**src/rtl/ratu_pkg.sv**
```systemverilog
package ratu_pkg;

    // Default datapath width and fixed field widths
    localparam int RATU_WIDTH = 32;
    localparam int FIELD_W    = 32;
    localparam int REQ_W      = 3;
    localparam int UA_W       = 5;

    typedef logic [UA_W-1:0] t_uaddr;

    // Request operation codes
    typedef enum logic [REQ_W-1:0] {
        REQ_ADD = 3'd0,
        REQ_SUB = 3'd1,
        REQ_MUL = 3'd2,
        REQ_DIV = 3'd3,
        REQ_RED = 3'd4
    } t_req;

    // Micro-operations
    typedef enum logic [3:0] {
        UO_NOP,
        UO_MOV,
        UO_ZERO,
        UO_ADD,
        UO_SUB,
        UO_MUL,
        UO_DIVS,
        UO_DIVN,
        UO_GCD
    } t_uop;

    // Register file sources and destinations
    typedef enum logic [2:0] {
        SRC_AN, SRC_AD, SRC_BN, SRC_BD, SRC_RN, SRC_RD, SRC_T, SRC_G
    } t_src;

    typedef enum logic [2:0] {
        DST_RN, DST_RD, DST_T, DST_G, DST_Q
    } t_dst;

    // Sequencer branch conditions
    typedef enum logic [2:0] {
        CD_NEXT, CD_JUMP, CD_GZERO, CD_RDZERO, CD_END
    } t_cond;

    // Iterative unit operations
    typedef enum logic [1:0] {
        MOP_MUL, MOP_DIVS, MOP_DIVN, MOP_GCD
    } t_mop;

    typedef struct packed {
        t_uop   op;
        t_src   sa;
        t_src   sb;
        t_dst   dst;
        t_cond  cond;
        t_uaddr target;
    } t_cw;

    // Sequencer to datapath control
    typedef struct packed {
        logic load;
        logic go;
        t_uop op;
        t_src sa;
        t_src sb;
        t_dst dst;
    } t_ctl;

    // Datapath to sequencer status
    typedef struct packed {
        logic mdu_done;
        logic g_zero;
        logic rd_zero;
    } t_sts;

    // Program entry points
    localparam t_uaddr UA_ADD  = 5'd0;
    localparam t_uaddr UA_SUB  = 5'd4;
    localparam t_uaddr UA_MUL  = 5'd8;
    localparam t_uaddr UA_DIV  = 5'd10;
    localparam t_uaddr UA_RED  = 5'd12;
    localparam t_uaddr UA_ZERO = 5'd16;
    localparam t_uaddr UA_FIN  = 5'd18;
    localparam t_uaddr UA_END  = 5'd20;

    function automatic logic is_long(input t_uop op);
        logic r;
        r = (op == UO_MUL) || (op == UO_DIVS) || (op == UO_DIVN) || (op == UO_GCD);
        return r;
    endfunction

    function automatic t_cw mk(input t_uop op, input t_src sa, input t_src sb,
                               input t_dst dst, input t_cond cond, input t_uaddr tgt);
        t_cw w;
        w.op     = op;
        w.sa     = sa;
        w.sb     = sb;
        w.dst    = dst;
        w.cond   = cond;
        w.target = tgt;
        return w;
    endfunction

    // Control store
    function automatic t_cw ucode(input t_uaddr a);
        t_cw w;
        case (a)
            5'd0:  w = mk(UO_MUL,  SRC_AN, SRC_BD, DST_T,  CD_NEXT,   UA_END);
            5'd1:  w = mk(UO_MUL,  SRC_BN, SRC_AD, DST_RN, CD_NEXT,   UA_END);
            5'd2:  w = mk(UO_ADD,  SRC_T,  SRC_RN, DST_RN, CD_NEXT,   UA_END);
            5'd3:  w = mk(UO_MUL,  SRC_AD, SRC_BD, DST_RD, CD_JUMP,   UA_FIN);
            5'd4:  w = mk(UO_MUL,  SRC_AN, SRC_BD, DST_T,  CD_NEXT,   UA_END);
            5'd5:  w = mk(UO_MUL,  SRC_BN, SRC_AD, DST_RN, CD_NEXT,   UA_END);
            5'd6:  w = mk(UO_SUB,  SRC_T,  SRC_RN, DST_RN, CD_NEXT,   UA_END);
            5'd7:  w = mk(UO_MUL,  SRC_AD, SRC_BD, DST_RD, CD_JUMP,   UA_FIN);
            5'd8:  w = mk(UO_MUL,  SRC_AN, SRC_BN, DST_RN, CD_NEXT,   UA_END);
            5'd9:  w = mk(UO_MUL,  SRC_AD, SRC_BD, DST_RD, CD_JUMP,   UA_FIN);
            5'd10: w = mk(UO_MUL,  SRC_AN, SRC_BD, DST_RN, CD_NEXT,   UA_END);
            5'd11: w = mk(UO_MUL,  SRC_AD, SRC_BN, DST_RD, CD_JUMP,   UA_FIN);
            5'd12: w = mk(UO_GCD,  SRC_AN, SRC_AD, DST_G,  CD_NEXT,   UA_END);
            5'd13: w = mk(UO_NOP,  SRC_AN, SRC_AN, DST_T,  CD_GZERO,  UA_ZERO);
            5'd14: w = mk(UO_DIVN, SRC_AN, SRC_G,  DST_RN, CD_NEXT,   UA_END);
            5'd15: w = mk(UO_DIVN, SRC_AD, SRC_G,  DST_RD, CD_JUMP,   UA_FIN);
            5'd16: w = mk(UO_ZERO, SRC_AN, SRC_AN, DST_RN, CD_NEXT,   UA_END);
            5'd17: w = mk(UO_ZERO, SRC_AN, SRC_AN, DST_RD, CD_JUMP,   UA_END);
            5'd18: w = mk(UO_NOP,  SRC_AN, SRC_AN, DST_T,  CD_RDZERO, UA_END);
            5'd19: w = mk(UO_DIVS, SRC_RN, SRC_RD, DST_Q,  CD_NEXT,   UA_END);
            default: w = mk(UO_NOP, SRC_AN, SRC_AN, DST_T, CD_END,    UA_END);
        endcase
        return w;
    endfunction

    // Dispatch table
    function automatic t_uaddr entry(input logic [REQ_W-1:0] req);
        t_uaddr e;
        case (req)
            REQ_ADD: e = UA_ADD;
            REQ_SUB: e = UA_SUB;
            REQ_MUL: e = UA_MUL;
            REQ_DIV: e = UA_DIV;
            REQ_RED: e = UA_RED;
            default: e = UA_ZERO;
        endcase
        return e;
    endfunction

endpackage

```
**src/rtl/ratu_if.sv**
```systemverilog
interface ratu_req_if;
    import ratu_pkg::*;
    logic                      valid;
    logic                      ready;
    logic [REQ_W-1:0]          req_type;
    logic signed [FIELD_W-1:0] a_num;
    logic signed [FIELD_W-1:0] a_den;
    logic signed [FIELD_W-1:0] b_num;
    logic signed [FIELD_W-1:0] b_den;

    modport source (output valid, req_type, a_num, a_den, b_num, b_den, input ready);
    modport sink   (input valid, req_type, a_num, a_den, b_num, b_den, output ready);
endinterface

interface ratu_res_if;
    import ratu_pkg::*;
    logic                      valid;
    logic                      ready;
    logic signed [FIELD_W-1:0] res_num;
    logic signed [FIELD_W-1:0] res_den;
    logic signed [FIELD_W-1:0] quotient;
    logic                      div_error;

    modport source (output valid, res_num, res_den, quotient, div_error, input ready);
    modport sink   (input valid, res_num, res_den, quotient, div_error, output ready);
endinterface

```
**src/rtl/ratu_mdu.sv**
```systemverilog
module ratu_mdu
    import ratu_pkg::*;
#(
    parameter int WIDTH = RATU_WIDTH
) (
    input  logic             i_clk,
    input  logic             i_rst_n,
    input  logic             i_start,
    input  t_mop             i_op,
    input  logic [WIDTH-1:0] i_a,
    input  logic [WIDTH-1:0] i_b,
    output logic             o_done,
    output logic [WIDTH-1:0] o_res
);

    localparam int CNT_W = $clog2(WIDTH);

    logic             r_busy;
    logic             r_done;
    t_mop             r_op;
    logic [WIDTH-1:0] r_x;
    logic [WIDTH-1:0] r_y;
    logic [WIDTH-1:0] r_z;
    logic [CNT_W-1:0] r_cnt;
    logic [CNT_W-1:0] r_k;
    logic             r_neg;

    logic [WIDTH:0]   rem_sh;
    logic [WIDTH:0]   rem_diff;

    function automatic logic [WIDTH-1:0] mag(input logic [WIDTH-1:0] v);
        logic [WIDTH-1:0] m;
        m = v[WIDTH-1] ? (~v + 1'b1) : v;
        return m;
    endfunction

    // Restoring division step: shift in next dividend bit, trial subtract
    always_comb begin
        rem_sh   = {r_x, r_y[WIDTH-1]};
        rem_diff = rem_sh - {1'b0, r_z};
    end

    // Iterate one bit or one gcd step per cycle
    always_ff @(posedge i_clk) begin
        if (!i_rst_n) begin
            r_busy <= 1'b0;
            r_done <= 1'b0;
        end else begin
            r_done <= 1'b0;
            if (i_start) begin
                r_busy <= 1'b1;
                r_op   <= i_op;
                r_cnt  <= CNT_W'(WIDTH - 1);
                r_k    <= '0;
                case (i_op)
                    MOP_MUL: begin
                        r_x <= '0;
                        r_y <= i_a;
                        r_z <= i_b;
                    end
                    MOP_DIVS: begin
                        r_x   <= '0;
                        r_y   <= mag(i_a);
                        r_z   <= mag(i_b);
                        r_neg <= i_a[WIDTH-1] ^ i_b[WIDTH-1];
                    end
                    MOP_DIVN: begin
                        r_x   <= '0;
                        r_y   <= mag(i_a);
                        r_z   <= i_b;
                        r_neg <= i_a[WIDTH-1];
                    end
                    default: begin
                        r_x <= mag(i_a);
                        r_z <= mag(i_b);
                    end
                endcase
            end else if (r_busy) begin
                case (r_op)
                    MOP_MUL: begin
                        if (r_z[0]) begin
                            r_x <= r_x + r_y;
                        end
                        r_y   <= r_y << 1;
                        r_z   <= r_z >> 1;
                        r_cnt <= r_cnt - 1'b1;
                        if (r_cnt == '0) begin
                            r_busy <= 1'b0;
                            r_done <= 1'b1;
                        end
                    end
                    MOP_DIVS, MOP_DIVN: begin
                        if (!rem_diff[WIDTH]) begin
                            r_x <= rem_diff[WIDTH-1:0];
                            r_y <= {r_y[WIDTH-2:0], 1'b1};
                        end else begin
                            r_x <= rem_sh[WIDTH-1:0];
                            r_y <= {r_y[WIDTH-2:0], 1'b0};
                        end
                        r_cnt <= r_cnt - 1'b1;
                        if (r_cnt == '0) begin
                            r_busy <= 1'b0;
                            r_done <= 1'b1;
                        end
                    end
                    default: begin
                        if (r_x == '0 || r_z == '0) begin
                            r_busy <= 1'b0;
                            r_done <= 1'b1;
                        end else if (!r_x[0] && !r_z[0]) begin
                            r_x <= r_x >> 1;
                            r_z <= r_z >> 1;
                            r_k <= r_k + 1'b1;
                        end else if (!r_x[0]) begin
                            r_x <= r_x >> 1;
                        end else if (!r_z[0]) begin
                            r_z <= r_z >> 1;
                        end else if (r_x >= r_z) begin
                            r_x <= r_x - r_z;
                        end else begin
                            r_z <= r_z - r_x;
                        end
                    end
                endcase
            end
        end
    end

    // Select the finished result
    always_comb begin
        case (r_op)
            MOP_MUL:           o_res = r_x;
            MOP_DIVS, MOP_DIVN: o_res = r_neg ? (~r_y + 1'b1) : r_y;
            default:           o_res = (r_x | r_z) << r_k;
        endcase
    end

    assign o_done = r_done;

`ifndef SYNTHESIS
    a_done_after_busy: assert property (@(posedge i_clk) disable iff (!i_rst_n)
        r_done |-> $past(r_busy))
        else $error("done without a running operation");

    a_start_when_free: assert property (@(posedge i_clk) disable iff (!i_rst_n)
        i_start |-> (!r_busy && !r_done))
        else $error("start while unit occupied");

    a_count_ends: assert property (@(posedge i_clk) disable iff (!i_rst_n)
        (r_busy && !i_start && r_op != MOP_GCD && r_cnt == '0) |=> (r_done && !r_busy))
        else $error("multiply or divide did not finish on last step");
`endif

endmodule

```
**src/rtl/ratu_dpath.sv**
```systemverilog
module ratu_dpath
    import ratu_pkg::*;
#(
    parameter int WIDTH = RATU_WIDTH
) (
    input  logic                      i_clk,
    input  logic                      i_rst_n,
    input  t_ctl                      i_ctl,
    input  logic signed [FIELD_W-1:0] i_a_num,
    input  logic signed [FIELD_W-1:0] i_a_den,
    input  logic signed [FIELD_W-1:0] i_b_num,
    input  logic signed [FIELD_W-1:0] i_b_den,
    output t_sts                      o_sts,
    output logic [WIDTH-1:0]          o_rn,
    output logic [WIDTH-1:0]          o_rd,
    output logic [WIDTH-1:0]          o_q
);

    logic [WIDTH-1:0] r_an;
    logic [WIDTH-1:0] r_ad;
    logic [WIDTH-1:0] r_bn;
    logic [WIDTH-1:0] r_bd;
    logic [WIDTH-1:0] r_rn;
    logic [WIDTH-1:0] r_rd;
    logic [WIDTH-1:0] r_t;
    logic [WIDTH-1:0] r_g;
    logic [WIDTH-1:0] r_q;

    logic [WIDTH-1:0] opa;
    logic [WIDTH-1:0] opb;
    logic [WIDTH-1:0] alu;
    logic [WIDTH-1:0] wr_val;
    logic             wr_en;
    logic             mdu_start;
    logic             mdu_done;
    logic [WIDTH-1:0] mdu_res;
    t_mop             mop;

    // Source operand select
    always_comb begin
        case (i_ctl.sa)
            SRC_AN:  opa = r_an;
            SRC_AD:  opa = r_ad;
            SRC_BN:  opa = r_bn;
            SRC_BD:  opa = r_bd;
            SRC_RN:  opa = r_rn;
            SRC_RD:  opa = r_rd;
            SRC_T:   opa = r_t;
            default: opa = r_g;
        endcase
        case (i_ctl.sb)
            SRC_AN:  opb = r_an;
            SRC_AD:  opb = r_ad;
            SRC_BN:  opb = r_bn;
            SRC_BD:  opb = r_bd;
            SRC_RN:  opb = r_rn;
            SRC_RD:  opb = r_rd;
            SRC_T:   opb = r_t;
            default: opb = r_g;
        endcase
    end

    // Combinational ALU operations and iterative unit dispatch
    always_comb begin
        case (i_ctl.op)
            UO_MOV:  alu = opa;
            UO_ADD:  alu = opa + opb;
            UO_SUB:  alu = opa - opb;
            default: alu = '0;
        endcase
        case (i_ctl.op)
            UO_MUL:  mop = MOP_MUL;
            UO_DIVS: mop = MOP_DIVS;
            UO_DIVN: mop = MOP_DIVN;
            default: mop = MOP_GCD;
        endcase
        mdu_start = i_ctl.go && is_long(i_ctl.op);
        wr_en     = (i_ctl.go && !is_long(i_ctl.op) && i_ctl.op != UO_NOP) || mdu_done;
        wr_val    = mdu_done ? mdu_res : alu;
    end

    ratu_mdu #(
        .WIDTH (WIDTH)
    ) u_mdu (
        .i_clk   (i_clk),
        .i_rst_n (i_rst_n),
        .i_start (mdu_start),
        .i_op    (mop),
        .i_a     (opa),
        .i_b     (opb),
        .o_done  (mdu_done),
        .o_res   (mdu_res)
    );

    // Load operands at WIDTH bits, write back results
    always_ff @(posedge i_clk) begin
        if (i_ctl.load) begin
            r_an <= WIDTH'(i_a_num);
            r_ad <= WIDTH'(i_a_den);
            r_bn <= WIDTH'(i_b_num);
            r_bd <= WIDTH'(i_b_den);
        end else if (wr_en) begin
            case (i_ctl.dst)
                DST_RN:  r_rn <= wr_val;
                DST_RD:  r_rd <= wr_val;
                DST_T:   r_t  <= wr_val;
                DST_G:   r_g  <= wr_val;
                default: r_q  <= wr_val;
            endcase
        end
    end

    assign o_sts.mdu_done = mdu_done;
    assign o_sts.g_zero   = (r_g == '0);
    assign o_sts.rd_zero  = (r_rd == '0);
    assign o_rn = r_rn;
    assign o_rd = r_rd;
    assign o_q  = r_q;

endmodule

```
**src/rtl/ratu_useq.sv**
```systemverilog
module ratu_useq
    import ratu_pkg::*;
(
    input  logic             i_clk,
    input  logic             i_rst_n,
    input  logic             i_start,
    input  logic [REQ_W-1:0] i_req_type,
    input  logic             i_out_free,
    input  t_sts             i_sts,
    output t_ctl             o_ctl,
    output logic             o_idle,
    output logic             o_finish
);

    typedef enum logic {S_IDLE, S_RUN} t_state;

    t_state r_state, n_state;
    t_uaddr r_pc, n_pc;
    logic   r_wait, n_wait;

    t_cw    cw;
    logic   long_op;
    logic   at_end;
    logic   run;
    logic   go;
    logic   step_done;
    logic   taken;
    logic   finish;

    // Fetch, branch and step control
    always_comb begin
        cw        = ucode(r_pc);
        long_op   = is_long(cw.op);
        at_end    = (cw.cond == CD_END);
        run       = (r_state == S_RUN);
        go        = run && !r_wait && !at_end;
        step_done = long_op ? (r_wait && i_sts.mdu_done) : go;
        finish    = run && at_end && i_out_free;
        case (cw.cond)
            CD_JUMP:   taken = 1'b1;
            CD_GZERO:  taken = i_sts.g_zero;
            CD_RDZERO: taken = i_sts.rd_zero;
            default:   taken = 1'b0;
        endcase

        n_state = r_state;
        n_pc    = r_pc;
        n_wait  = r_wait;
        case (r_state)
            S_IDLE: begin
                if (i_start) begin
                    n_state = S_RUN;
                    n_pc    = entry(i_req_type);
                    n_wait  = 1'b0;
                end
            end
            S_RUN: begin
                if (finish) begin
                    n_state = S_IDLE;
                end else begin
                    if (go && long_op) begin
                        n_wait = 1'b1;
                    end
                    if (step_done) begin
                        n_wait = 1'b0;
                        n_pc   = taken ? cw.target : t_uaddr'(r_pc + 1'b1);
                    end
                end
            end
            default: n_state = S_IDLE;
        endcase
    end

    // Hold sequencer state
    always_ff @(posedge i_clk) begin
        if (!i_rst_n) begin
            r_state <= S_IDLE;
            r_pc    <= UA_END;
            r_wait  <= 1'b0;
        end else begin
            r_state <= n_state;
            r_pc    <= n_pc;
            r_wait  <= n_wait;
        end
    end

    assign o_ctl.load = (r_state == S_IDLE) && i_start;
    assign o_ctl.go   = go;
    assign o_ctl.op   = cw.op;
    assign o_ctl.sa   = cw.sa;
    assign o_ctl.sb   = cw.sb;
    assign o_ctl.dst  = cw.dst;
    assign o_idle     = (r_state == S_IDLE);
    assign o_finish   = finish;

`ifndef SYNTHESIS
    a_pc_holds_in_wait: assert property (@(posedge i_clk) disable iff (!i_rst_n)
        (r_wait && !i_sts.mdu_done) |=> (r_pc == $past(r_pc)))
        else $error("step advanced while iterative unit still running");
`endif

endmodule

```
**src/rtl/rational_arith_unit_core.sv**
```systemverilog
// Throughput: one item at a time; the next item is taken the cycle after a result
// enters the output register. Each product, quotient and gcd runs on one shared
// iterative unit, one bit or one gcd step per cycle.
// Reset: synchronous active low; clears sequencer, iterative unit and handshake state.
module rational_arith_unit_core
    import ratu_pkg::*;
#(
    parameter int WIDTH = RATU_WIDTH
) (
    input  logic       i_clk,
    input  logic       i_rst_n,
    ratu_req_if.sink   i_req,
    ratu_res_if.source o_res
);

    t_ctl             ctl;
    t_sts             sts;
    logic             idle;
    logic             finish;
    logic             accept;
    logic             out_free;
    logic [WIDTH-1:0] rn;
    logic [WIDTH-1:0] rd;
    logic [WIDTH-1:0] q;
    logic             err;

    logic               r_out_vld;
    logic [FIELD_W-1:0] r_o_num;
    logic [FIELD_W-1:0] r_o_den;
    logic [FIELD_W-1:0] r_o_quo;
    logic               r_o_err;

    assign accept   = i_req.valid && idle;
    assign out_free = !r_out_vld || o_res.ready;
    assign err      = (rd == '0);

    ratu_useq u_useq (
        .i_clk      (i_clk),
        .i_rst_n    (i_rst_n),
        .i_start    (accept),
        .i_req_type (i_req.req_type),
        .i_out_free (out_free),
        .i_sts      (sts),
        .o_ctl      (ctl),
        .o_idle     (idle),
        .o_finish   (finish)
    );

    ratu_dpath #(
        .WIDTH (WIDTH)
    ) u_dpath (
        .i_clk   (i_clk),
        .i_rst_n (i_rst_n),
        .i_ctl   (ctl),
        .i_a_num (i_req.a_num),
        .i_a_den (i_req.a_den),
        .i_b_num (i_req.b_num),
        .i_b_den (i_req.b_den),
        .o_sts   (sts),
        .o_rn    (rn),
        .o_rd    (rd),
        .o_q     (q)
    );

    // Hold the finished item until the sink takes it
    always_ff @(posedge i_clk) begin
        if (!i_rst_n) begin
            r_out_vld <= 1'b0;
        end else if (finish) begin
            r_out_vld <= 1'b1;
        end else if (o_res.ready) begin
            r_out_vld <= 1'b0;
        end
    end

    always_ff @(posedge i_clk) begin
        if (finish) begin
            r_o_num <= FIELD_W'(rn);
            r_o_den <= FIELD_W'(rd);
            r_o_quo <= err ? '0 : FIELD_W'(q);
            r_o_err <= err;
        end
    end

    assign i_req.ready     = idle;
    assign o_res.valid     = r_out_vld;
    assign o_res.res_num   = r_o_num;
    assign o_res.res_den   = r_o_den;
    assign o_res.quotient  = r_o_quo;
    assign o_res.div_error = r_o_err;

endmodule

```
**src/flat_wrapper.sv**
```systemverilog
// flat-port wrapper written by rule: the top's interface ports become plain ports
module rational_arith_unit_core_flat import ratu_pkg::*;
#(
    parameter int WIDTH = RATU_WIDTH
)
  (i_clk, i_rst_n, i_req_valid, i_req_req_type, i_req_a_num, i_req_a_den, i_req_b_num, i_req_b_den, i_req_ready, o_res_valid, o_res_res_num, o_res_res_den, o_res_quotient, o_res_div_error, o_res_ready);
  ratu_req_if i_req_i ();
  ratu_res_if o_res_i ();
  input  logic i_clk;
  input  logic i_rst_n;
  input wire logic [$bits(i_req_i.valid)-1:0] i_req_valid;
  input wire logic [$bits(i_req_i.req_type)-1:0] i_req_req_type;
  input wire logic [$bits(i_req_i.a_num)-1:0] i_req_a_num;
  input wire logic [$bits(i_req_i.a_den)-1:0] i_req_a_den;
  input wire logic [$bits(i_req_i.b_num)-1:0] i_req_b_num;
  input wire logic [$bits(i_req_i.b_den)-1:0] i_req_b_den;
  output wire logic [$bits(i_req_i.ready)-1:0] i_req_ready;
  output wire logic [$bits(o_res_i.valid)-1:0] o_res_valid;
  output wire logic [$bits(o_res_i.res_num)-1:0] o_res_res_num;
  output wire logic [$bits(o_res_i.res_den)-1:0] o_res_res_den;
  output wire logic [$bits(o_res_i.quotient)-1:0] o_res_quotient;
  output wire logic [$bits(o_res_i.div_error)-1:0] o_res_div_error;
  input wire logic [$bits(o_res_i.ready)-1:0] o_res_ready;
  assign i_req_i.valid = i_req_valid;
  assign i_req_i.req_type = i_req_req_type;
  assign i_req_i.a_num = i_req_a_num;
  assign i_req_i.a_den = i_req_a_den;
  assign i_req_i.b_num = i_req_b_num;
  assign i_req_i.b_den = i_req_b_den;
  assign i_req_ready = i_req_i.ready;
  assign o_res_valid = o_res_i.valid;
  assign o_res_res_num = o_res_i.res_num;
  assign o_res_res_den = o_res_i.res_den;
  assign o_res_quotient = o_res_i.quotient;
  assign o_res_div_error = o_res_i.div_error;
  assign o_res_i.ready = o_res_ready;
  rational_arith_unit_core #(.WIDTH(WIDTH)) u_core (.i_clk(i_clk), .i_rst_n(i_rst_n), .i_req(i_req_i), .o_res(o_res_i));
endmodule
```
**config.mk**
```make
export PLATFORM = sky130hd
export DESIGN_NAME = rational_arith_unit_core_flat
export DESIGN_NICKNAME = d
export VERILOG_FILES = /design/src/rtl/ratu_pkg.sv /design/src/rtl/ratu_if.sv /design/src/rtl/ratu_mdu.sv /design/src/rtl/ratu_dpath.sv /design/src/rtl/ratu_useq.sv /design/src/rtl/rational_arith_unit_core.sv /design/src/flat_wrapper.sv
export SDC_FILE = /design/constraint.sdc
export NUM_CORES = 1
export LEC_CHECK = 0
export ABC_AREA = 0
export BUFFER_PORTS_ARGS = -buffer_cell sky130_fd_sc_hd__buf_2
export CAP_MARGIN = 10
export CORE_ASPECT_RATIO = 2
export CORE_MARGIN = 8
export CORE_UTILIZATION = 57
export DETAILED_ROUTE_END_ITERATION = 10
export GPL_TIMING_DRIVEN = 1
export PLACE_DENSITY = 0.78
export REMOVE_ABC_BUFFERS = 1
export SLEW_MARGIN = 30
export SYNTH_ARGS = -nofsm -noshare
export SYNTH_HDL_FRONTEND = slang
export SYNTH_HIERARCHICAL = 1
export SYNTH_SLANG_ARGS = --single-unit
```
**constraint.sdc**
```tcl
create_clock -name i_clk -period 9 [get_ports i_clk]
set_input_delay 1.35 -clock i_clk [delete_from_list [all_inputs] [get_ports i_clk]]
set_output_delay 1.35 -clock i_clk [all_outputs]
set_load 0.03 [all_outputs]
```
==> flow_summary.json <==
{
  "outcome": "finished, final reports clean",
  "holdPathStages": 2,
  "r2r-end": "u_core/u_dpath/o_rn[31]",
  "crit_cells": 21,
  "ir_drop_uv": 228,
  "synth_top_flop_cell": "edfxtp_1",
  "place_congestion": 1.08,
  "cts.sinks": 521,
  "timing.rr.start": "u_core/u_useq/cw[11]",
  "path_cells": "buf_4 -> mux2_2 -> o221a_2 -> o32a_4 -> inv_1 -> ha_1 -> nand3_1 -> or2_1 -> o21ai_0 -> xor2_1 -> ha_1 -> a211oi_1 -> nor2_1 -> o41ai_1 -> a21boi_0 -> or3_1 -> o31a_1 -> a2111oi_0 -> nor3_1 -> xnor2_1 -> o21ai_1",
  "max_freq_ghz": 0.141,
  "hold_viol": 0,
  "drcViolationCount": 0,
  "syn_area_sq_mm": 0.0383,
  "via_count": 35000,
  "syn_to_final_growth_pct": 9.38,
  "portBuffers": 233,
  "crit_top_cell": "ha_1",
  "overflow": 0,
  "seq_area_sq_mm": 0.0154,
  "finalSetupViolCount": 0,
  "clk_latency_ns": 0.61,
  "cts_root_buffer": "clkbuf_16",
  "hp-class": "reg -> reg",
  "path_buf_inv": 2,
  "critPathArrivalTime_ns": 7.48,
  "relSlewSlack": 0.190,
  "p_leak_nw": 15.5,
  "drtPass1Iterations": 8,
  "core.rowCount": 134,
  "antenna_found_initial": 14,
  "cts_tree": "yes",
  "path_max_fanout": 53,
  "ios": 234,
  "setup_ws_ns": 1.90,
  "die_x_um": 199,
  "fin_crit_ns": 7.10,
  "core_sq_mm": 0.0666,
  "grt_max_degree": 132,
  "via_per_inst": 7.02,
  "cts_buffers": 47,
  "ant_nets": 0,
  "critPathTopFamily": "compound AO/OA/AOI/OAI gates",
  "endpoint_kind": "flop",
  "ys_seq_elements": 521,
  "post_route_cells_drive_above_1_share": 0.142,
  "synth_top_area_share": 0.388,
  "ys_warn_count": 6,
  "final_util": 0.629,
  "die_y_um": 382,
  "synthArstFlopShare": 0,
  "min_from": "u_core/u_dpath/u_mdu/r_busy",
  "dieArea_sq_mm": 0.0762,
  "wl_mm": 163,
  "syn_area_per_cell_sq_um": 9.71,
  "synth_edf_count": 494,
  "r2r.worst_path.cells": 21,
  "grt_usage": 0.423,
  "rsz0062_at_grt": "no",
  "fillers": 5760,
  "p_per_area_mw_per_mm2": 207,
  "critPathMaxStageDelay_ns": 0.83,
  "worst_clock_skew_ns": 0.0258,
  "crit_required_ns": 9.38,
  "initial_core_util": 0.575,
  "grt_pass1_vias": 35300,
  "dp_slack_ns": 2.11,
  "critical_path_class": "reg -> reg",
  "cts.path.max_buffers": 3,
  "postSynthCellCount": 3938,
  "holdPathEnd": "u_core/u_dpath/u_mdu/o_done",
  "ys_types": 116,
  "clk_pin_slew_ns": 0.07,
  "drt-initial-drc-count": 3952,
  "synth.area.top_cells": "edfxtp_1, ha_1, a21oi_1",
  "nets": 4405,
  "start_kind": "flop",
  "post_cts_buffers": 0,
  "worst_slew_pin_slew_ns": 1.21,
  "htreeDepth": 2,
  "place_hpwl_mm": 126,
  "hold_buffers": 0,
  "drt-wirelength-per-cell_um": 32.8,
  "yosysTopAreaCell": "edfxtp_1",
  "multiInputGateArea_sq_mm": 0.0212,
  "cap_violations": 0,
  "ys_seq_area_frac": 0.402,
  "r2r_slack_ns": 1.90,
  "crit_slowest_cell": "dfxtp_4",
  "min_period_over_period": 0.788,
  "cts-resized-gates": 0,
  "grt_pass1_wl_mm": 234,
  "slew_viol_final": 0
}
==> layout make-up <==
| cell class | instances | share of cell area |
|---|---|---|
| multi-input cells | 2988 | 0.507 |
| flip-flops and latches | 521 | 0.368 |
| inverters | 188 | 0.0169 |
| clock buffers | 53 | 0.0297 |
| clock inverters | 33 | 0.00999 |
| diodes | 7 | 0.000419 |
| repair buffers | 311 | 0.0422 |
| well taps | 884 | 0.0264 |
==> cell usage after synthesis, types with 16 or more instances <==
master and number:
a22oi_1 59, nand2_1 279, buf_2 18, buf_4 23
nand3_1 46, mux2_2 43, or3_1 22, nor4_1 64
a221oi_1 63, o22ai_1 56, xor2_1 96, nand2b_1 46
o21ai_1 18, clkbuf_1 167, o21bai_1 28, and2_1 25
a222oi_1 20, o21ai_0 168, a21o_1 58, o22a_1 20
dfxtp_1 27, ha_1 208, a21oi_1 355, nor3_1 75
a21boi_0 20, nand4_1 29, inv_1 182, xnor2_1 199
a21boi_1 18, mux2i_1 79, nor2_1 325, o211ai_1 28
mux4_2 34, o21a_1 16, a211oi_1 50, or2_2 24
o221ai_1 50, edfxtp_1 494, buf_1 20, nor2b_1 57
and3_1 19, o31ai_1 50, a31oi_1 31
==> tightest hold or removal path, stage by stage, from the launching register on <==
cell and delay [ns]:
dfxtp_1 0.33, nand2_1 0.07, nor3_1 0.04
==> worst max path at each step <==
stage / endpoint / slack [ns] / from
after CTS: u_core/u_dpath/r_t[31] / 2.10 / u_core/u_useq/cw[11]
final: u_core/u_dpath/o_rn[31] / 1.90 / u_core/u_useq/cw[11]
after global placement: u_core/u_dpath/o_q[31] / 2.23 / u_core/u_useq/cw[11]
after floorplan: u_core/u_dpath/u_mdu/r_y[0] / -6.45 / u_core/u_useq/r_state
after global routing: u_core/u_dpath/o_rn[31] / 1.69 / u_core/u_useq/cw[11]
after detailed placement: u_core/u_dpath/o_rn[31] / 2.11 / u_core/u_useq/cw[11]
==> per-stage QoR <==
step / hold slack, ns / TNS [ns] / power, mW / instance area [sq um] / std cells
floorplan: 0.422 / -613.27 / 5.32 / 37100 / 3697
global placement: 0.429 / 0 / 6.33 / 40100 / 4892
detailed placement: 0.446 / 0 / 6.35 / 40100 / 4892
CTS: 0.476 / 0 / 8.56 / 41800 / 4978
global route: 0.517 / 0 / 8.92 / 41800 / 4980
finish: 0.474 / 0 / 8.66 / 41800 / 4985
==> power by group <==
group | leakage [nW] | switching (mW) | internal, mW
clock network | 0.805 | 0.988 | 1.24
logic | 9.87 | 2.19 | 1.16
registers | 4.78 | 0.170 | 2.92
total | 15.5 | 3.35 | 5.32
==> cells in the final DEF, fill, tap and decap left out, types with 77 or more instances in the layout <==
cell type | Yosys | routed
edfxtp_1 | 494 | 494
a21oi_1 | 355 | 354
nor2_1 | 325 | 321
nand2_1 | 279 | 279
buf_2 | 18 | 233
ha_1 | 208 | 207
xnor2_1 | 199 | 198
inv_1 | 182 | 182
o21ai_0 | 168 | 162
xor2_1 | 96 | 96
mux2i_1 | 79 | 79
buf_4 | 23 | 77
==> metal layers <==
metal | global-route usage | vias up | part of all wire
met5 | 0 | - | 0.00042
met4 | 0.428 | 10 | 0.13
met3 | 0.0923 | 912 | 0.080
met2 | 0.719 | 2300 | 0.49
met1 | 0.405 | 16700 | 0.31
li1 | - | 15100 | -
==> cell families after synthesis <==
| kind of cell | count (synthesis) | share of synthesized area |
|---|---|---|
| compound gates | 1235 | 0.218 |
| simple gates | 1083 | 0.139 |
| flops | 521 | 0.402 |
| buf+inv | 429 | 0.0479 |
| xor+xnor | 296 | 0.0680 |
| fa+ha+maj | 213 | 0.0706 |
| mux | 161 | 0.0549 |
(Power assumes the default switching activity.)
